### src/rtl/core/phs_pkg.sv
// Phong shading intensity: shared types and constants.
// Holds the pipeline word struct, register indexes and fixed-point constants.
// No dependencies.
`default_nettype none

package phs_pkg;

    // Configuration register indexes
    localparam logic [2:0] CFG_VIEW_X     = 3'd0;
    localparam logic [2:0] CFG_VIEW_Y     = 3'd1;
    localparam logic [2:0] CFG_VIEW_Z     = 3'd2;
    localparam logic [2:0] CFG_AMBIENT    = 3'd3;
    localparam logic [2:0] CFG_DIFFUSE    = 3'd4;
    localparam logic [2:0] CFG_SPECULAR   = 3'd5;
    localparam logic [2:0] CFG_SPEC_EXP   = 3'd6;

    // Command codes
    localparam logic CMD_TABLE_WRITE = 1'b0;
    localparam logic CMD_SHADE       = 1'b1;

    // Fixed-point constants
    localparam logic [15:0] Q15_ONE   = 16'h8000;
    localparam logic [15:0] SHADE_MAX = 16'hFFFF;

    // One power step per stage covers the largest 6-bit exponent
    localparam int POW_STAGES = 63;

    // Register reset values
    localparam logic [15:0] RST_VIEW_X   = 16'd0;
    localparam logic [15:0] RST_VIEW_Y   = 16'd0;
    localparam logic [15:0] RST_VIEW_Z   = 16'd16384;
    localparam logic [15:0] RST_AMBIENT  = 16'd3277;
    localparam logic [15:0] RST_DIFFUSE  = 16'd22938;
    localparam logic [15:0] RST_SPECULAR = 16'd6554;
    localparam logic [5:0]  RST_SPEC_EXP = 6'd10;

    // Word carried from the front end through the power chain
    typedef struct packed {
        logic        lit;   // cosine positive
        logic [15:0] kdc;   // (kd * c) >> 15
        logic [15:0] att;   // attenuation for this hit
        logic [15:0] base;  // specular base, 0 when not positive
        logic [15:0] spec;  // running specular power
        logic [5:0]  rem;   // power steps still to apply
    } t_hit;

endpackage

`default_nettype wire

### src/rtl/core/phs_pow_stage.sv
// One step of the specular power chain: multiply by the base while steps remain.
// Depends on phs_pkg.
`default_nettype none

module phs_pow_stage
    import phs_pkg::*;
(
    input  wire logic i_clk,
    input  wire logic i_rst_n,
    input  wire logic i_en,
    input  wire logic i_valid,
    input  t_hit      i_hit,
    output logic      o_valid,
    output t_hit      o_hit
);

    logic        r_valid;
    t_hit        r_hit;
    logic [31:0] n_prod;
    t_hit        n_hit;

    // Apply one truncating multiply, or pass through once the count is spent
    always_comb begin
        n_prod = i_hit.spec * i_hit.base;
        n_hit  = i_hit;
        if (i_hit.rem != 6'd0) begin
            n_hit.spec = n_prod[30:15];
            n_hit.rem  = i_hit.rem - 6'd1;
        end
    end

    always_ff @(posedge i_clk) begin
        if (!i_rst_n) begin
            r_valid <= 1'b0;
        end else if (i_en) begin
            r_valid <= i_valid;
        end
    end

    always_ff @(posedge i_clk) begin
        if (i_en) begin
            r_hit <= n_hit;
        end
    end

    assign o_valid = r_valid;
    assign o_hit   = r_hit;

endmodule

`default_nettype wire

### config.mk
export PLATFORM = sky130hd
export DESIGN_NAME = phs_pow_stage
export DESIGN_NICKNAME = d
export VERILOG_FILES = /design/src/rtl/core/phs_pkg.sv /design/src/rtl/core/phs_pow_stage.sv
export SDC_FILE = /design/constraint.sdc
export NUM_CORES = 1
export LEC_CHECK = 0
export BUFFER_PORTS_ARGS = -buffer_cell sky130_fd_sc_hd__buf_2
export CAP_MARGIN = 15
export CELL_PAD_IN_SITES_DETAIL_PLACEMENT = 1
export CELL_PAD_IN_SITES_GLOBAL_PLACEMENT = 1
export CORE_ASPECT_RATIO = 1.1
export CORE_MARGIN = 5
export CORE_UTILIZATION = 25
export DETAILED_ROUTE_END_ITERATION = 12
export HOLD_SLACK_MARGIN = 0.1
export MAX_ROUTING_LAYER = met4
export PLACE_DENSITY = 0.61
export REMOVE_ABC_BUFFERS = 1
export SETUP_SLACK_MARGIN = 0.2
export SLEW_MARGIN = 20
export SYNTH_ARGS = -nofsm -noshare
export SYNTH_HDL_FRONTEND = slang
export SYNTH_SLANG_ARGS = --single-unit
### constraint.sdc
create_clock -name i_clk -period 8.75 [get_ports i_clk]
set_clock_uncertainty 0.05 [all_clocks]
set_input_delay 1.75 -clock i_clk [delete_from_list [all_inputs] [get_ports i_clk]]
set_output_delay 1.75 -clock i_clk [all_outputs]
set_load 0.03 [all_outputs]
# Word-level counts from Yosys, hierarchy flattened
# Index checks and enable logic that the tools add are counted.
[word_totals]
inputBits = 75
wordCells = 11
output_inout_bits = 72
reg_bits = 72
[op_classes]
mux = 1
addsub = 1
mul = 1
reduce_logical = 1
[ops]
columns = ["op", "n"]
rows = [
  ["$mul 16x16->31", 1],
  ["$mux 22", 1],
  ["$reduce_bool 6->1", 1],
  ["$sub 6x1->6 const B", 1],
]

# Depth between registers and ports, before layout
# Gate-level depths: netlist (run 1).
[depth]
ltp_word = 2
mapped_depth = 22
depth_no_buf = 20

# Worst setup path after synthesis (run 1)
# OpenSTA, ideal clock, no wires.
[synth_path]
path_kind = "in2reg"
start = "input port i_hit[19] (netlist bit)"
end = "register r_hit, in the netlist o_hit[20] (data pin)"
n_path_buf = 2
path_slack_ps = 1513
arrival_ps = 6923
stages = 20
required_time_ps = 8436
cell_sequence = "clkbuf_1 clkbuf_1 nand2_1 fa_1 fa_1 inv_1 fa_1 fa_1 fa_1 inv_1 fa_1 inv_1 ha_1 a21oi_1 o21ai_0 a22oi_1 o211ai_2 a221oi_1 xor2_1 o21ai_1"
[synth_lines]
columns = ["element", "line", "rtl"]
rows = [
  ["start, declared", "phs_pow_stage.sv:12", "input t_hit i_hit,"],
  ["end signal, assigned", "phs_pow_stage.sv:42", "r_hit <= n_hit;"],
  ["end, declared", "phs_pow_stage.sv:18", "t_hit r_hit;"],
]

==> key figures, run 1 <==
Critical path
  – Worst r2r src: o_valid
  – R2r endpoint: o_valid
  – Worst EP arrival: 7.39 ns
  – Setup CP Type: primary input to flip-flop
  – Worst Path Required: 8.77 ns
  – Critical path endpoint category: flip-flop
  – Startpoint types: primary input
  – Worst-path fanout max: 17
  – Reg-to-reg setup timing slack: 8.06 ns
  – Reg2reg path depth: 2

Job
  – Number of max-cap violations: 0

Logic synthesis
  – Post-synth cell types: 51
  – Yosys warning total: 0
  – Post-synth ARST share: 0
  – Syn_area_per_cell: 9.80 um^2
  – Post-synth EDFFs: 71
  – Largest family of logic cells by synthesized area: adder cells
  – Synth Area in Compound Gates: 0.0546
  – Sequential share of the synthesized area: 0.200
  – Synthesized instance count: 1097
  – Mux cell area share after synthesis: 0.00186
  – XOR/XNOR Fraction of Synth Area: 0.0187
  – Post-synthesis simple-gate area fraction: 0.155
  – Post-Synth Adder-Cell Area: 0.473
  – Top_reg_cell synth: edfxtp_1
  – Mapped Area: 10800 um^2
  – Number of synthesized register bits: 72

GRT
  – Largest net degree at the start of global routing: 73
  – Global Route Usage Sum: 0.140
  – Met2 Use GR: 0.248
  – Total gr overflow: 0
  – GR Util met3: 0.0230
  – Vias in the first global route: 9283
  – Met1 Resource Use GR: 0.171
  – Initial antenna violation count: 0
  – Global-route wire length before repair: 50800 um
  – Gr busiest metal: met2

Floorplan
  – Core Box Area: 42400 um^2
  – Die area: 47300 um^2
  – Initial Utilization: 0.254
  – I/O pins: 147
  – Number of cell rows: 79
  – Die W: 208 um
  – Die Ht: 228 um

Timing
  – Final period util: 0.842
  – Hold Fails Final Rpt: 0
  – Fmax: 136 MHz
  – Min Clock Period, post-route: 7.37 ns
  – Worst-margin pin slew: 1.01 ns
  – Pins Over Slew Limit: 0
  – Final setup violation count: 0
  – RSZ-0062 raised after global routing: false
  – Slew HR: 0.323
  – Setup tns final: 0 ns
  – Worst hold margin: 0.509 ns

Placement
  – PortBufs: 146
  – Routability Congestion: 0.833
  – Post-DP HPWL: 24700 um

Clock tree
  – CTS Buffer Depth: 2
  – Post_cts resized: 0
  – CTS tree: yes
  – Root buffer cell: clkbuf_16
  – Clock Sinks: 72
  – Clock Latency Late Sink: 0.34 ns
  – Hold Buf Count CTS: 0
  – Post-CTS Setup Inserts: 0
  – Clock-pin slew on the worst setup and hold paths: 0.06 ns
  – H-tree depth: 3
  – TritonCTS Buffers: 9

Drt
  – Pre-antenna DRT Iters: 4
  – Total number of vias: 7852
  – Detailed-route DRC error count: 0
  – Iteration-0 DRC Markers: 279
  – Via/cell ratio: 4.40
  – Routed WL: 31100 um
  – Routed Antenna Nets: 0
  – WL per Instance: 17.4 um

Min path
  – Hold depth: 2
  – HP Start: o_valid
  – Hold Path Class: flip-flop to flip-flop
  – Hold Path End: o_valid

Outcome
  – Status: finished, final reports clean

Finish
  – Synth-to-layout area growth: 14.6%
  – Ant. Diodes: 0
  – Ratio of cells with drive above 1 in the final layout: 0.137
  – Post-layout net count: 1578
  – Filler cells: 4905
-- state kept, by name, indices dropped and copies added (netlist names) --
signal   count
o_hit       71
o_valid      1
-- through the flow --
stage	util	setup WS, ns	cell area, um^2	cells
CTS	0.291	1.36	12300	1783
finish	0.291	1.38	12300	1783
global placement	0.284	1.07	12000	1768
detailed placement	0.284	1.01	12000	1768
floorplan	-	1.90	10600	1054
global route	0.291	1.09	12300	1783
-- layout by cell type (no fill, tap or decap), types with 8 or more instances in the layout --
| cell | Yosys | layout |
|---|---|---|
| a21oi_1 | 31 | 31 |
| a31oi_1 | 8 | 8 |
| and2_1 | 110 | 110 |
| buf_2 | 2 | 145 |
| clkbuf_16 | 0 | 9 |
| edfxtp_1 | 71 | 71 |
| fa_1 | 192 | 192 |
| ha_1 | 99 | 99 |
| inv_1 | 232 | 232 |
| nand2_1 | 168 | 168 |
| nor2_1 | 30 | 30 |
| o21ai_0 | 13 | 13 |
| xnor2_1 | 16 | 16 |
-- routing by layer --
metal  vias up  wire [um]  part of all wire
li1       3609          -                 -
met1      4086      13500              0.43
met2       130      16100              0.52
met3        27       1010             0.032
met4         0        486             0.016
met5         -          0                 0
-- area by class of cell --
cell class / count / area, um^2 / share of cell area
Inverter: 232 / 871 / 0.0707
Clock buffer: 10 / 229 / 0.0186
Timing Repair Buffer: 147 / 741 / 0.0601
Multi-Input combinational cell: 750 / 7560 / 0.614
Sequential cell: 72 / 2150 / 0.175
Clock inverter: 5 / 57.6 / 0.00467
Tap cell: 567 / 709 / 0.0576
-- synthesized netlist by cell type (2+ instances only) --
master	count	area share
a22oi_1	2	0.0014
a31oi_1	8	0.0047
fa_1	192	0.36
a211o_1	2	0.0016
o21ai_0	13	0.0061
and3_1	6	0.0035
edfxtp_1	71	0.20
nand4_1	5	0.0029
nor4_2	2	0.0023
and2_1	110	0.064
nor2b_1	4	0.0023
mux2i_1	2	0.0019
nand3_1	7	0.0033
nor2_1	30	0.010
nand2_1	168	0.059
inv_1	232	0.081
a221oi_1	3	0.0024
a21oi_1	31	0.014
ha_1	99	0.12
or3_1	4	0.0023
o21a_1	2	0.0014
xnor2_1	16	0.013
nor3_1	2	0.00093
xor2_1	7	0.0057
o21bai_1	3	0.0021
o211ai_1	3	0.0021
a21o_1	7	0.0049
clkbuf_1	39	0.014
o21ai_1	4	0.0019
buf_2	2	0.00093
-- worst max-delay path, cell delays in order --
cell	delay [ns]
buf_2	0.41
nand2_1	0.15
fa_1	0.49
fa_1	0.55
inv_1	0.05
fa_1	0.58
fa_1	0.46
fa_1	0.50
inv_1	0.05
fa_1	0.52
inv_1	0.05
ha_1	0.42
nand2_1	0.13
nor4_2	0.34
nand3_1	0.18
o211ai_2	0.34
a221oi_1	0.16
xor2_1	0.16
o21ai_1	0.07
-- how the worst max path moves through the flow --
stage,from,cells past startpoint,to,slack [ns]
after detailed placement,i_hit[13],21,o_hit[18],1.01
final,i_hit[15],19,o_hit[20],1.38
after CTS,i_hit[13],21,o_hit[18],1.36
after global routing,i_hit[15],19,o_hit[20],1.09
after floorplan,i_hit[18],19,o_hit[20],1.90
after global placement,i_hit[15],19,o_hit[20],1.07
-- cells by family (layout without fill, tap and decap cells) --
logic type / Yosys count / in the layout
AND/OR/NAND/NOR: 344 / 344
flip-flops: 72 / 72
buffers and inverters: 275 / 394
multiplexers: 2 / 2
XOR/XNOR: 23 / 23
AO/OA/AOI/OAI: 90 / 90
adder cells (fa/ha/maj): 291 / 291
Power of run 1 is not shown: default switching activity piles up to over one toggle a cycle in this logic, so the estimate is an artifact.
==> run 2: changes to the inputs <==
- clock period: 8.75 -> 7.5 ns (I/O delays scaled with it)
==> run 2 against run 1 <==
  * Sequential share of layout area down 0.36 points
  * Worst hold slack worse by 0.022 ns
  * Critical path type unchanged
  * Worst setup slack got worse by 0.95 ns
  * First-iteration DRC count fell by 4.3%
  * Register-to-register slack got worse by 1.2 ns
  * Die area stayed put
  * Highest routed layer unchanged
  * Design area is 2.1% higher
  * Non-clock buffer count up 33
  * Global-route usage rose by 0.29 points
  * Critical path depth unchanged
  * Flip-flop and latch count did not move
==> key figures, run 2 (synthesized netlist as in run 1, its figures left out) <==
Outcome
  – Status: finished, final reports clean (unchanged)

Drt
  – Detailed-route DRC error count: 0 (unchanged)
  – Via/cell ratio: 4.46 (was 4.40)
  – WL per Instance: 17.7 um (was 17.4 um)
  – Total number of vias: 8104 (was 7852)
  – Iteration-0 DRC Markers: 267 (was 279)
  – Routed WL: 32200 um (was 31100 um)
  – Routed Antenna Nets: 0 (unchanged)
  – Pre-antenna DRT Iters: 4 (unchanged)

Clock tree
  – Clock Sinks: 72 (unchanged)
  – Clock-pin slew on the worst setup and hold paths: 0.07 ns (was 0.06 ns)
  – CTS tree: yes (unchanged)
  – TritonCTS Buffers: 9 (unchanged)
  – Hold Buf Count CTS: 0 (unchanged)
  – Root buffer cell: clkbuf_16 (unchanged)
  – Post_cts resized: 0 (unchanged)
  – CTS Buffer Depth: 2 (unchanged)
  – Clock Latency Late Sink: 0.34 ns (about the same)
  – Post-CTS Setup Inserts: 0 (unchanged)
  – H-tree depth: 3 (unchanged)

Finish
  – Post-layout util: 0.297 (was 0.291)
  – Ratio of cells with drive above 1 in the final layout: 0.162 (was 0.137)
  – Post-layout net count: 1611 (was 1578)
  – Commonest non-fill, non-tap cell in the layout: inv_1 (unchanged)
  – Ant. Diodes: 0 (unchanged)
  – Max reg flops: 71 (unchanged)
  – Synth-to-layout area growth: 17.0% (was 14.6%)
  – Most frequent cells in the layout: inv_1, fa_1, nand2_1, buf_2, and2_1 (unchanged)

GRT
  – Global Route Usage Sum: 0.143 (was 0.140)
  – Largest net degree at the start of global routing: 73 (unchanged)
  – Global-route wire length before repair: 51700 um (was 50800 um)
  – Vias in the first global route: 9326 (was 9283)
  – Initial antenna violation count: 0 (unchanged)
  – Total gr overflow: 0 (unchanged)

Critical path
  – Startpoint types: primary input (unchanged)
  – Setup CP Type: primary input to flip-flop (unchanged)
  – Worst Path Required: 7.54 ns (was 8.77 ns)
  – Worst EP arrival: 7.11 ns (was 7.39 ns)
  – Critical path endpoint category: flip-flop (unchanged)
  – Worst-path fanout max: 13 (was 17)

Floorplan
  – Number of cell rows: 79 (unchanged)
  – Core Box Area: 42400 um^2 (unchanged)
  – Die W: 208 um (unchanged)
  – Die area: 47300 um^2 (unchanged)
  – I/O pins: 147 (unchanged)
  – Initial Utilization: 0.254 (unchanged)
  – Die Ht: 228 um (unchanged)

Placement
  – Routability Congestion: 0.828 (was 0.833)
  – Post-place setup slack: 0.109 ns (was 1.01 ns)
  – Post-DP HPWL: 26900 um (was 24700 um)
  – PortBufs: 146 (unchanged)

Timing
  – Final period util: 0.942
  – Setup tns final: 0 ns (unchanged)
  – Pins Over Slew Limit: 0 (unchanged)
  – Worst setup margin: 0.434 ns (was 1.38 ns)
  – Final setup violation count: 0 (unchanged)
  – Worst hold margin: 0.487 ns (was 0.509 ns)
  – Hold Fails Final Rpt: 0 (unchanged)
  – Fmax: 142 MHz
  – Worst-margin pin slew: 0.986 ns (was 1.01 ns)
  – Min Clock Period, post-route: 7.07 ns
  – RSZ-0062 raised after global routing: false (unchanged)
  – Slew HR: 0.342 (was 0.323)

Job
  – Number of max-cap violations: 0 (unchanged)

Min path
  – Hold Path Class: flip-flop to flip-flop (unchanged)
[run 2: stage by stage]
| step | area [um^2] | cells |
|---|---|---|
| after CTS | 12600 | 1817 |
| after global placement | 12300 | 1801 |
| final | 12600 | 1817 |
| after detailed placement | 12300 | 1801 |
| after floorplan | 10600 | 1054 |
| after global routing | 12600 | 1817 |
[run 2: final timing paths]
| path | from | to | slack [ns] | cells after the start |
|---|---|---|---|---|
| hold reg to reg | o_valid | o_valid | 0.49 | 2 |
| hold / removal | o_valid | o_valid | 0.49 | 2 |
| setup / recovery | i_hit[24] | o_hit[20] | 0.43 | 19 |
| setup reg to reg | o_valid | o_valid | 6.83 | 2 |
[run 2: critical path, cell delays in order]
cell and delay [ns]:
buf_2 0.32, nand2_1 0.15, fa_1 0.52, fa_1 0.55
inv_1 0.05, fa_1 0.49, fa_1 0.51, fa_1 0.54
inv_1 0.06, fa_1 0.47, inv_1 0.04, ha_1 0.37
a21oi_1 0.23, o21ai_0 0.16, a22oi_1 0.25, o211ai_2 0.20
a221oi_1 0.41, xor2_1 0.18, o21ai_1 0.07
[run 2: layout make-up]
type,instances,area (um^2)
timing repair buffer,180,988
sequential,72,2150
fill,4868,29800
clock buffer,9,225
tap,567,709
clock inverter,7,73.8
inverter,232,871
multi-input combinational,750,7560
[run 2: layer usage]
layer,global-route usage,part of all wire,vias up
met5,-,0,-
met4,0.0345,0.024,0
met3,0.0227,0.036,47
met2,0.250,0.51,169
met1,0.175,0.43,4213
li1,-,-,3675
Power of run 2 is left out for the same reason.
