**config.mk**
```make
export PLATFORM = sky130hd
export DESIGN_NAME = phs_back
export DESIGN_NICKNAME = d
export VERILOG_FILES = /design/src/rtl/core/phs_pkg.sv /design/src/rtl/core/phs_back.sv
export SDC_FILE = /design/constraint.sdc
export NUM_CORES = 1
export LEC_CHECK = 0
export BUFFER_PORTS_ARGS = -buffer_cell sky130_fd_sc_hd__clkbuf_2
export CORE_ASPECT_RATIO = 0.5
export CORE_MARGIN = 1.5
export CORE_UTILIZATION = 50
export CTS_CLUSTER_SIZE = 16
export DETAILED_ROUTE_END_ITERATION = 10
export PLACE_DENSITY = 0.69
export SETUP_SLACK_MARGIN = 0.3
export SLEW_MARGIN = 20
export SYNTH_ARGS = -nofsm -noshare
export SYNTH_HDL_FRONTEND = slang
export SYNTH_SLANG_ARGS = --single-unit
```
**constraint.sdc**
```tcl
create_clock -name i_clk -period 6.3 [get_ports i_clk]
set_input_delay 0.315 -clock i_clk [delete_from_list [all_inputs] [get_ports i_clk]]
set_output_delay 0.315 -clock i_clk [all_outputs]
set_load 0.05 [all_outputs]
```
**src/rtl/core/phs_pkg.sv**
```systemverilog
// Phong shading intensity: shared types and constants.
// Holds the pipeline word struct, register indexes and fixed-point constants.
// No dependencies.
`default_nettype none

package phs_pkg;

    // Configuration register indexes
    localparam logic [2:0] CFG_VIEW_X     = 3'd0;
    localparam logic [2:0] CFG_VIEW_Y     = 3'd1;
    localparam logic [2:0] CFG_VIEW_Z     = 3'd2;
    localparam logic [2:0] CFG_AMBIENT    = 3'd3;
    localparam logic [2:0] CFG_DIFFUSE    = 3'd4;
    localparam logic [2:0] CFG_SPECULAR   = 3'd5;
    localparam logic [2:0] CFG_SPEC_EXP   = 3'd6;

    // Command codes
    localparam logic CMD_TABLE_WRITE = 1'b0;
    localparam logic CMD_SHADE       = 1'b1;

    // Fixed-point constants
    localparam logic [15:0] Q15_ONE   = 16'h8000;
    localparam logic [15:0] SHADE_MAX = 16'hFFFF;

    // One power step per stage covers the largest 6-bit exponent
    localparam int POW_STAGES = 63;

    // Register reset values
    localparam logic [15:0] RST_VIEW_X   = 16'd0;
    localparam logic [15:0] RST_VIEW_Y   = 16'd0;
    localparam logic [15:0] RST_VIEW_Z   = 16'd16384;
    localparam logic [15:0] RST_AMBIENT  = 16'd3277;
    localparam logic [15:0] RST_DIFFUSE  = 16'd22938;
    localparam logic [15:0] RST_SPECULAR = 16'd6554;
    localparam logic [5:0]  RST_SPEC_EXP = 6'd10;

    // Word carried from the front end through the power chain
    typedef struct packed {
        logic        lit;   // cosine positive
        logic [15:0] kdc;   // (kd * c) >> 15
        logic [15:0] att;   // attenuation for this hit
        logic [15:0] base;  // specular base, 0 when not positive
        logic [15:0] spec;  // running specular power
        logic [5:0]  rem;   // power steps still to apply
    } t_hit;

endpackage

`default_nettype wire

```
**src/rtl/core/phs_back.sv**
```systemverilog
// Back end: specular product, term sum, attenuation, ambient add and saturation.
// Four register stages ending in the output register; depends on phs_pkg.
`default_nettype none

module phs_back
    import phs_pkg::*;
(
    input  wire logic        i_clk,
    input  wire logic        i_rst_n,
    input  wire logic        i_en,
    input  wire logic        i_valid,
    input  t_hit             i_hit,
    input  wire logic [15:0] i_ambient_gain,
    input  wire logic [15:0] i_specular_gain,
    output logic             o_valid,
    output logic      [15:0] o_shade,
    output logic             o_facing
);

    // Stage A: specular term
    logic        r_va, r_lita;
    logic [15:0] r_kdca, r_ksa, r_atta;
    // Stage B: term sum
    logic        r_vb, r_litb;
    logic [16:0] r_sumb;
    logic [15:0] r_attb;
    // Stage C: attenuated sum
    logic        r_vc, r_litc;
    logic [32:0] r_prodc;
    // Stage D: output register
    logic        r_vd;
    logic [15:0] r_shade;
    logic        r_facing;

    logic [31:0] n_ks_prod;
    logic [18:0] n_total;
    logic [15:0] n_shade;

    always_comb begin
        n_ks_prod = i_specular_gain * i_hit.spec;
        n_total   = 19'(i_ambient_gain) + 19'(r_prodc[32:15]);
        if (!r_litc) begin
            n_shade = 16'd0;
        end else if (n_total > 19'(SHADE_MAX)) begin
            n_shade = SHADE_MAX;
        end else begin
            n_shade = n_total[15:0];
        end
    end

    // Valid bits advance with the pipeline
    always_ff @(posedge i_clk) begin
        if (!i_rst_n) begin
            r_va <= 1'b0;
            r_vb <= 1'b0;
            r_vc <= 1'b0;
            r_vd <= 1'b0;
        end else if (i_en) begin
            r_va <= i_valid;
            r_vb <= r_va;
            r_vc <= r_vb;
            r_vd <= r_vc;
        end
    end

    // Payload stages, held on stall
    always_ff @(posedge i_clk) begin
        if (i_en) begin
            r_ksa    <= n_ks_prod[30:15];
            r_kdca   <= i_hit.kdc;
            r_atta   <= i_hit.att;
            r_lita   <= i_hit.lit;

            r_sumb   <= 17'(r_kdca) + 17'(r_ksa);
            r_attb   <= r_atta;
            r_litb   <= r_lita;

            r_prodc  <= r_attb * r_sumb;
            r_litc   <= r_litb;

            r_shade  <= n_shade;
            r_facing <= r_litc;
        end
    end

    assign o_valid  = r_vd;
    assign o_shade  = r_shade;
    assign o_facing = r_facing;

endmodule

`default_nettype wire

```
## After elaboration in Yosys (flattened, before gate mapping)

Cells that the tools add are included.
Widths: inputs -> output; s select.

| word-level totals | value |
|---|---|
| flip-flop bits (word level) | 138 |
| word-level logic and storage cells | 21 |

| cells by class | value |
|---|---|
| add/subtract/negate cells | 2 |
| multiply operators | 2 |
| magnitude comparators | 1 |
| multiplexer cells | 1 |

Operator list:

| operator | number |
|---|---|
| $mul 16x17->33 | 1 |
| $mul 16x16->31 | 1 |
| $add 16x18->19 | 1 |
| $gt 19x16->1 const B | 1 |
| $add 16x16->17 | 1 |
| $mux 16 | 1 |

## Logic depth before layout (Yosys ltp)

Gate-level depths: netlist (run 1).

| depth | value |
|---|---|
| depth in word-level cells | 3 |
| mapped depth | 24 |

## Worst setup path after synthesis (run 1)

Ideal clock, no wire load.

| path | value |
|---|---|
| path kind | register to register |
| start | reg r_attb[4] |
| end | reg r_prodc[31], data pin |
| library setup time | 257 ps |
| data arrival time | 5,805 ps |
| path slack | 238 ps |
| cell stages (with the launch flop) | 23 |
| cell sequence | edfxtp_1 clkbuf_1 and2_1 fa_1 inv_1 fa_1 fa_1 inv_1 fa_1 fa_1 inv_1 fa_1 inv_1 ha_1 a21oi_1 o221ai_1 a21oi_1 nor3_1 nor2_1 a21oi_2 or4_1 and2_2 xor2_1 |

| on the way | value |
|---|---|
| longest elaborated chain between the ends | 1 |

Ends and longest elaborated chain:

| what | RTL line | RTL |
|---|---|---|
| start: declaration | phs_back.sv:26 | `logic [15:0] r_attb;` |
| start signal: assignment | phs_back.sv:75 | `r_attb <= r_atta;` |
| $mul 16x17->33 | phs_back.sv:78 | `r_prodc <= r_attb * r_sumb;` |
| end signal: assignment | phs_back.sv:78 |  |
| end: declaration | phs_back.sv:29 | `logic [32:0] r_prodc;` |

No other way between the ends.
A chain may end at the register's enable or synchronous reset.

## Final worst setup path (run 1)

| path | value |
|---|---|
| start | reg r_sumb[11] |
| end | reg r_prodc[31], data pin |

| on the way | value |
|---|---|
| longest elaborated chain between the ends | 1 |

Ends and longest elaborated chain:

| what | RTL line | RTL |
|---|---|---|
| start: declaration | phs_back.sv:25 | `logic [16:0] r_sumb;` |
| start signal: assignment | phs_back.sv:74 | `r_sumb <= 17'(r_kdca) + 17'(r_ksa);` |
| $mul 16x17->33 | phs_back.sv:78 |  |

No other way between the ends.

==> qor.yml, run 1 <==
synthesis:
  ys_seq_area_share_pct: 17.1
  syn_area_um2: 21400
  yosys_warnings: 0
  synth_async_sr_flop_share_pct: 0
  ys_ff_latch: 123
  synth_nets: 2907
  synth_edf_count: 119
  ys_types: 56
  synth_ff_type: "edfxtp_1"
  syn-instance-count: 2168
  synth_area_per_cell_um2: 9.87
clock_network:
  cts_sinks: 123
  hold_buffers: 0
  clock_latency_ns: 0.44
  clock_path_buffers: 2
  cts_root_buf: "clkbuf_16"
  cts_buffers: 17
  clkTransAtPathRegs_ns: 0.07
  tritoncts: "built"
  cts-htree-levels: 4
detailed_routing:
  dr.max_layer_used: "met4"
  dr.first_iter.drc_count: 751
  wl_per_cell_um: 15.7
  m1WireLength_mm: 20.7
  num_vias: 14900
  met2_wirelength_mm: 22.2
  vias_per_cell: 5.04
  antenna_left: 0
  firstDrtPassIters: 5
  drc: 0
  finalWirelength_mm: 46.3
  dr_wl_met3_mm: 2.43
die:
  num_rows: 53
  die-area_um2: 44100
  fp.dieW_um: 296
  core_um2: 42100
  dieHeight_um: 149
  ioPinCount: 125
  start_util_pct: 50.8
grt:
  track_usage_pct: 21.7
  grt_max_degree: 85
  overflow: 0
  antenna_found_initial: 0
  first_global_vias: 15500
  grt_pass1_wl_mm: 75.5
timing:
  period_share_pct: 94.5
  fin_skew_ns: 0.0145
  setup_viol: 0
  fin_ws_ns: 0.346
  rsz0062_at_grt: "true"
  period_minus_slack_ns: 5.95
  worst_pin_slew_ns: 1.06
  slew_viol_final: 0
  slew_headroom_pct: 29.5
  final_hold_viol_count: 0
  clock.fmax_mhz: 168
run:
  cap_violations: 0
min_path:
  hold_class: "primary input to register"
  hold_start: "i_hit[52]"
worst_setup_path:
  path_cells: "buf_6 -> buf_4 -> buf_4 -> nand2_1 -> fa_1 -> fa_1 -> fa_2 -> fa_1 -> inv_1 -> fa_1 -> inv_1 -> fa_1 -> inv_1 -> ha_2 -> a21oi_2 -> o221ai_2 -> a21oi_2 -> nor3_1 -> nor2_1 -> a21oi_2 -> or4_4 -> and2_4 -> xor2_1"
  worstPathArrival_ns: 6.14
  crit_type: "register to register"
  worstPathMaxFanout: 4
  worstPathRequired_ns: 6.48
  cp-startpoint: "r_sumb[11]"
  crit_buf_inv: 6
  crit_top_cell: "fa_1"
  crit_family: "adder cells"
  end_kind: "register"
  slowest_delay_ns: 0.53
  setup.worst_path.start_class: "register"
  rr_startpoint: "r_sumb[11]"
  slowest_stage: "fa_1"
placed_design:
  post-dp-hpwl_mm: 37.8
  dp.cells: 2880
  gp_congestion: 0.910
  port_buffers: 102
  pre_cts_ws_ns: -0.0384
cells_and_area:
  final_common_cell: "inv_1"
  fin_cells: 2956
  num_antenna_cells: 0
  areaGrowthSynthToFinish_pct: 14.5
  nNetsFinal: 3105
  drive_above_1_share_pct: 14.7
  layout_common_cells: "466 x inv_1, 390 x fa_1, 298 x nand2_1"
run_status:
  status: "finished clean"
final cells by class:
cell class                 instances  area (um^2)
multi-input combinational       1504        16000
inverter                         472         1770
fill                            3538        17600
timing repair buffer             248         1750
clock buffer                      17          425
sequential                       123         3650
clock inverter                    15          191
tap                              577          722
state kept, by name, summed over array words and instances (netlist names), 16 cells and up:
register  count
r_ksa        16
r_prodc      18
r_kdca       16
o_shade      16
r_atta       16
r_attb       16
r_sumb       17
layer usage:
metal / vias to the layer above / global-route usage (%)
met2: 370 / 37.1
li1: 7006 / -
met1: 7444 / 29.1
met4: 0 / 5.72
met5: - / 0
met3: 69 / 3.01
Yosys cell counts, types with 2 or more instances:
cell / count / area [um^2]
inv_1: 472 / 1770
fa_1: 401 / 8030
nand2_1: 301 / 1130
and2_1: 248 / 1550
ha_1: 231 / 2890
edfxtp_1: 119 / 3570
clkbuf_1: 67 / 251
nor2_1: 52 / 195
xnor2_1: 45 / 394
a21oi_1: 37 / 185
o21ai_0: 21 / 105
a31oi_1: 18 / 113
o21a_1: 15 / 113
xor2_1: 15 / 131
nor3_1: 14 / 70.1
a21o_1: 13 / 97.6
nand3_1: 12 / 60.1
nor2b_1: 12 / 75.1
a21boi_0: 5 / 37.5
mux2i_1: 5 / 50.1
nand4_1: 5 / 31.3
dfxtp_1: 4 / 80.1
o21ai_1: 4 / 20.0
or3_1: 4 / 25.0
nand2b_1: 3 / 18.8
a2111oi_0: 2 / 17.5
a2111oi_2: 2 / 30.0
a211oi_1: 2 / 15.0
a21boi_1: 2 / 15.0
a21oi_2: 2 / 17.5
a311oi_1: 2 / 17.5
and2_2: 2 / 15.0
and3_1: 2 / 12.5
nand3b_1: 2 / 15.0
o211a_1: 2 / 20.0
o211ai_1: 2 / 15.0
o221ai_1: 2 / 17.5
o31a_1: 2 / 17.5
o31ai_1: 2 / 15.0
final timing paths:
path                 endpoint  slack [ns]  cells past startpoint
setup / recovery  r_prodc[31]        0.35                     23
hold / removal     r_atta[14]        0.05                      1
setup reg to reg  r_prodc[31]        0.35                     23
hold reg to reg    r_attb[11]        0.41                      0
metrics by stage:
| stage | hold WS [ns] | TNS [ns] | area (um^2) | util, % |
|---|---|---|---|---|
| after floorplan | 0.400 | 0 | 21400 | - |
| after global placement | 0.402 | 0 | 23200 | 55.1 |
| after detailed placement | 0.405 | -0.0628 | 23200 | 55.1 |
| after CTS | 0.0204 | 0 | 24100 | 57.3 |
| after global routing | 0.0285 | 0 | 24500 | 58.2 |
| final | 0.0458 | 0 | 24500 | 58.2 |
what timing repair did:
item	in CTS	in global routing
gates cloned	0	0
gates resized for setup	23	60
pin swaps	27	40
setup endpoints to repair	8	12
setup buffers	30	14
worst register-to-register path: cells and delay by family (launching register included):
kind | cells | cell delay, ns
buffers and inverters | 6 | 0.60
AO/OA/AOI/OAI | 4 | 0.57
flip-flops | 1 | 0.44
AND/OR/NAND/NOR | 5 | 0.93
adder cells (fa/ha/maj) | 7 | 3.03
XOR/XNOR | 1 | 0.13
cells by family (layout without fill, tap and decap cells):
family | after synthesis | in the layout | synth area share, %
adder cells (fa/ha/maj) | 632 | 632 | 51.0
AND/OR/NAND/NOR | 663 | 663 | 15.2
flip-flops | 123 | 123 | 17.1
AO/OA/AOI/OAI | 143 | 143 | 4.47
XOR/XNOR | 60 | 60 | 2.46
buffers and inverters | 541 | 752 | 9.51
multiplexers | 6 | 6 | 0.287
Power of run 1 is left out: the tool's default activity adds up to more than one toggle a clock period on the data nets, which glitch-free logic cannot reach.
==> run 2: changes to the inputs <==
Settings changed: CORE_ASPECT_RATIO 0.5 to default.
==> run 2 against run 1 <==
Against the previous run: maximum frequency fell by 0.80%; first-iteration DRC count fell by 13%; worst hold slack gained 0.0076 ns; highest routed layer unchanged.
==> qor.yml, run 2 (same netlist as run 1, synthesis figures left out) <==
clock_network:
  clkTransAtPathRegs_ns: 0.07
  cts_sinks: 123
  cts-htree-levels: 4
  cts_buffers: 17
  tritoncts: "built"
  clock_latency_ns: 0.44
  cts_root_buf: "clkbuf_16"
  clock_path_buffers: 2
die:
  ioPinCount: 125
  num_rows: 75
  start_util_pct: 50.9
  die-area_um2: 44000
  core_um2: 42000
  dieHeight_um: 210
  fp.dieW_um: 210
timing:
  fin_skew_ns: 0.0105
  slew_headroom_pct: 35.7
  setup_viol: 0
  clock.fmax_mhz: 167
  period_minus_slack_ns: 6.00
  worst_pin_slew_ns: 0.964
  period_share_pct: 95.3
  hold_slack_ns: 0.0535
  final_hold_viol_count: 0
  rsz0062_at_grt: "true"
  slew_viol_final: 0
worst_setup_path:
  slowest_delay_ns: 0.57
  slowest_stage: "fa_1"
  end_kind: "register"
  crit_type: "register to register"
  worstPathMaxFanout: 6
  setup.worst_path.start_class: "register"
  crit_top_cell: "fa_1"
  worstPathArrival_ns: 6.18
  path_cells: "buf_6 -> buf_6 -> and2_4 -> fa_1 -> inv_2 -> fa_1 -> inv_2 -> fa_1 -> fa_1 -> fa_1 -> ha_4 -> ha_4 -> a21o_1 -> a21o_1 -> a21o_1 -> a21o_2 -> a21o_1 -> or4_4 -> and2_4 -> xor2_1"
  reg2reg_slack_ns: 0.30
  worstPathRequired_ns: 6.48
cells_and_area:
  fillers: 3572
  final_common_cell: "inv_1"
  multi_input_area_um2: 16000
  largest_reg_flops: 18
  areaGrowthSynthToFinish_pct: 14.3
  num_antenna_cells: 0
  nNetsFinal: 3108
  reg_top3: "r_prodc (18), r_sumb (17)"
  register_area_um2: 3650
  layout_common_cells: "463 x inv_1, 389 x fa_1, 298 x nand2_1"
  drive_above_1_share_pct: 14.8
  largest_register: "r_prodc"
placed_design:
  port_buffers: 102
  gp_congestion: 0.912
  post-dp-hpwl_mm: 39.2
grt:
  antenna_found_initial: 0
  first_global_vias: 16300
  track_usage_pct: 22.3
  overflow: 0
  grt_pass1_wl_mm: 77.7
  grt_max_degree: 77
run:
  cap_violations: 0
detailed_routing:
  antenna_left: 0
  wl_per_cell_um: 16.2
  drc: 0
  firstDrtPassIters: 5
  dr.first_iter.drc_count: 652
  finalWirelength_mm: 47.3
  vias_per_cell: 5.16
  num_vias: 15100
min_path:
  hold_class: "primary input to register"
run_status:
  status: "finished clean"
## run 2: changes by cell type in the layout (fill, tap and decap cells not counted), sizes merged
cell	before	now
inv	482	474
clkinv	1	7
buf	147	150
clkinvlp	2	3
bufinv	2	3
## run 2: critical path, delay by kind of cell (launching register included)
kind	cells	cell delay (ns)
compound gates	5	0.84
xor+xnor	1	0.13
fa+ha+maj	7	3.01
buf+inv	4	0.39
flops	1	0.51
simple gates	3	0.85
## run 2: what timing repair did
| action | 4_1_cts | 5_1_grt |
|---|---|---|
| setup endpoints to repair | 7 | 15 |
| pin swaps | 36 | 58 |
| resized for setup | 46 | 40 |
| hold buffers | 0 | 0 |
| endpoints found under the hold margin | 0 | 0 |
| cloned | 0 | 1 |
| setup buffers | 40 | 18 |
## run 2: area by class of cell
| cell class | instances | share of cell area, % |
|---|---|---|
| inverter | 472 | 7.24 |
| clock buffer | 17 | 1.74 |
| tap | 539 | 2.76 |
| sequential | 123 | 14.9 |
| multi-input combinational | 1504 | 65.6 |
| clock inverter | 15 | 0.701 |
| timing repair buffer | 251 | 7.07 |
## run 2: path summary, 6_finish.rpt
path              start          end  depth (start not counted)
max          r_attb[10]  r_prodc[31]                         20
min reg2reg  r_atta[10]   r_attb[10]                          0
min           i_hit[43]    r_atta[5]                          1
max reg2reg  r_attb[10]  r_prodc[31]                         20
## run 2: stage by stage
stage	setup TNS [ns]	utilization, %	setup slack [ns]	cell area [um^2]	instances
after floorplan	0	-	0.319	21400	2168
after CTS	0	57.5	0.270	24200	2902
after global placement	0	54.8	0.0715	23000	2830
final	0	58.2	0.298	24500	2921
after global routing	0	58.2	0.155	24500	2921
after detailed placement	-0.154	54.8	-0.0671	23000	2830
## run 2: routing by layer
metal	track usage (%)	up-vias	part of all wire [%]
li1	-	7010	-
met5	0	-	0
met2	40.0	385	51
met4	6.20	0	2.0
met1	28.0	7608	42
met3	3.16	71	4.9
Power of run 2 is left out for the same reason.
==> run 3: changes to the inputs <==
Settings changed: ABC_AREA from default to 1, CTS_BUF_LIST from default to sky130_fd_sc_hd__clkbuf_2.
==> run 3 against run 2 <==
Against the previous run: non-clock buffer count decreased by 51; die area is 13% higher; clock-buffer cell count is the same.
==> qor.yml, run 3 <==
run_status:
  status: "finished clean"
synthesis:
  ys_ff_latch: 123
  synth_ff_type: "edfxtp_1"
  syn_area_um2: 24100
  ys_types: 47
  synth_top_area_share_pct: 33.3
  synth_most_common_cell: "inv_1"
  synth_edf_count: 119
  synthTopCellsByArea: "fa_1 33%, edfxtp_1 15%, inv_1 13%"
  yosys_warnings: 0
  ys_seq_area_share_pct: 15.1
  syn-instance-count: 3045
  synth_area_per_cell_um2: 7.92
  synth_nets: 3784
  synth_async_sr_flop_share_pct: 0
  synth_commonest_cells: "864 x inv_1, 825 x nand2_1, 401 x fa_1, 231 x ha_1, 121 x clkbuf_1"
  synth_top_cell_by_area: "fa_1"
die:
  fp.dieW_um: 223
  num_rows: 80
  start_util_pct: 50.6
  die-area_um2: 49600
  ioPinCount: 125
  core_um2: 47600
  dieHeight_um: 223
grt:
  overflow: 0
  track_usage_pct: 24.3
  first_global_vias: 20500
  grt_max_degree: 74
  grt_pass1_wl_mm: 97.0
  antenna_found_initial: 2
detailed_routing:
  antenna_left: 0
  finalWirelength_mm: 57.2
  drc: 0
  num_vias: 18900
  firstDrtPassIters: 6
  vias_per_cell: 5.01
  dr.first_iter.drc_count: 1071
  wl_per_cell_um: 15.2
cells_and_area:
  largest_reg_flops: 18
  final_common_cell: "inv_1"
  areaGrowthSynthToFinish_pct: 7.99
  layout_common_cells: "864 x inv_1, 825 x nand2_1, 401 x fa_1"
  reg_top3: "r_prodc (18), r_sumb (17)"
  register_area_um2: 3650
  largest_register: "r_prodc"
  fillers: 4416
  multi_input_area_um2: 16700
  nNetsFinal: 3873
  drive_above_1_share_pct: 7.37
timing:
  rsz0062_at_grt: "false"
  setup_viol: 0
  slew_headroom_pct: 36.4
  worst_pin_slew_ns: 0.954
  final_hold_viol_count: 0
  clock.fmax_mhz: 174
  fin_skew_ns: 0.0614
  slew_viol_final: 0
  period_minus_slack_ns: 5.74
  period_share_pct: 91.1
  setup_tns_ns: 0
clock_network:
  cts_buffers: 17
  cts_sinks: 123
  clock_latency_ns: 0.82
  cts-htree-levels: 4
  tritoncts: "built"
  clkTransAtPathRegs_ns: 0.26
  cts_root_buf: "clkbuf_2"
  clock_path_buffers: 2
worst_setup_path:
  reg2reg_slack_ns: 0.56
  worstPathArrival_ns: 6.32
  slowest_stage: "edfxtp_1"
  crit_buf_inv: 4
  slowest_delay_ns: 0.72
  path_cells: "nand2_1 -> fa_1 -> fa_1 -> fa_1 -> inv_1 -> fa_1 -> fa_1 -> inv_1 -> fa_1 -> inv_1 -> ha_1 -> nand2_1 -> inv_1 -> a21oi_1 -> a21boi_1 -> nand2_1 -> nand3_1 -> nand2_1 -> nand2_1 -> nand2_1"
  crit_family: "adder cells"
  r2r_cells: 20
  worstPathMaxFanout: 9
  crit_type: "register to register"
  end_kind: "register"
  setup.worst_path.start_class: "register"
  worstPathRequired_ns: 6.88
  rr_startpoint: "r_sumb[12]"
  r2r_end: "r_prodc[32]"
min_path:
  hold_class: "primary input to register"
  min_to: "o_shade[9]"
  whs_path_depth: 6
  hold_start: "i_ambient_gain[9]"
placed_design:
  post-dp-hpwl_mm: 48.3
  gp_congestion: 0.911
  port_buffers: 102
run:
  cap_violations: 0
## run 3: what timing repair did
| item | 4_1_cts | 5_1_grt |
|---|---|---|
| hold buffers | 37 | 0 |
| setup endpoints to repair | 2 | 14 |
| hold endpoints to repair | 54 | 0 |
| gates resized for setup | 0 | 3 |
| buffers inserted | 5 | 26 |
## run 3: how the worst max path moves through the flow
stage	start	to	slack (ns)	cells past startpoint
floorplan	r_attb[7]	r_prodc[20]	0.78	22
global placement	r_attb[2]	r_prodc[32]	0.36	20
detailed placement	r_attb[2]	r_prodc[32]	0.29	20
CTS	r_sumb[13]	r_prodc[32]	0.32	20
global route	r_sumb[7]	r_prodc[32]	0.33	23
finish	r_sumb[12]	r_prodc[32]	0.56	20
## run 3: kinds of logic after synthesis
family / Yosys count / share of synthesized area, %
and+or+nand+nor: 1052 / 17.5
xor gates and xnor gates: 49 / 1.78
DFF: 123 / 15.1
adders and majority gates: 632 / 45.3
buffers and inverters: 1004 / 15.8
AOI/OAI and AO/OA: 185 / 4.52
## run 3: layout make-up
type | instances | share of cell area, %
Timing Repair Buffer | 200 | 5.38
Clock inverter | 15 | 0.716
Inverter | 874 | 12.6
Clock buffer | 17 | 0.327
Tap cell | 615 | 2.95
Sequential cell | 123 | 14.0
Multi-Input combinational cell | 1918 | 64.0
Antenna cell | 1 | 0.00961
## run 3: worst min-delay path: stages
cell,delay (ns)
clkbuf_2,0.09
ha_1,0.21
xnor2_1,0.10
nand4_1,0.08
nand2_1,0.05
inv_1,0.04
## run 3: routing by layer
metal  track usage, %  vias up  share of wire [%]
li1                 -     9054                  -
met1             27.4     9192                 39
met2             46.6      461                 53
met3             2.34      141                3.5
met4             9.68        2                3.5
met5                0        -              0.023
## run 3: metrics by stage
| step | utilization (%) | std cells | instance area, um^2 | setup slack (ns) | hold slack (ns) |
|---|---|---|---|---|---|
| 3_3_place_gp | 52.7 | 3662 | 25100 | 0.362 | 0.404 |
| 2_1_floorplan | - | 3045 | 24100 | 0.776 | 0.400 |
| 3_5_place_dp | 52.7 | 3662 | 25100 | 0.295 | 0.405 |
| 4_1_cts | 54.1 | 3736 | 25800 | 0.315 | 0.0549 |
| 5_1_grt | 54.7 | 3763 | 26100 | 0.327 | 0.131 |
| 6_report | 54.7 | 3763 | 26100 | 0.560 | 0.153 |
Power of run 3 is left out for the same reason.
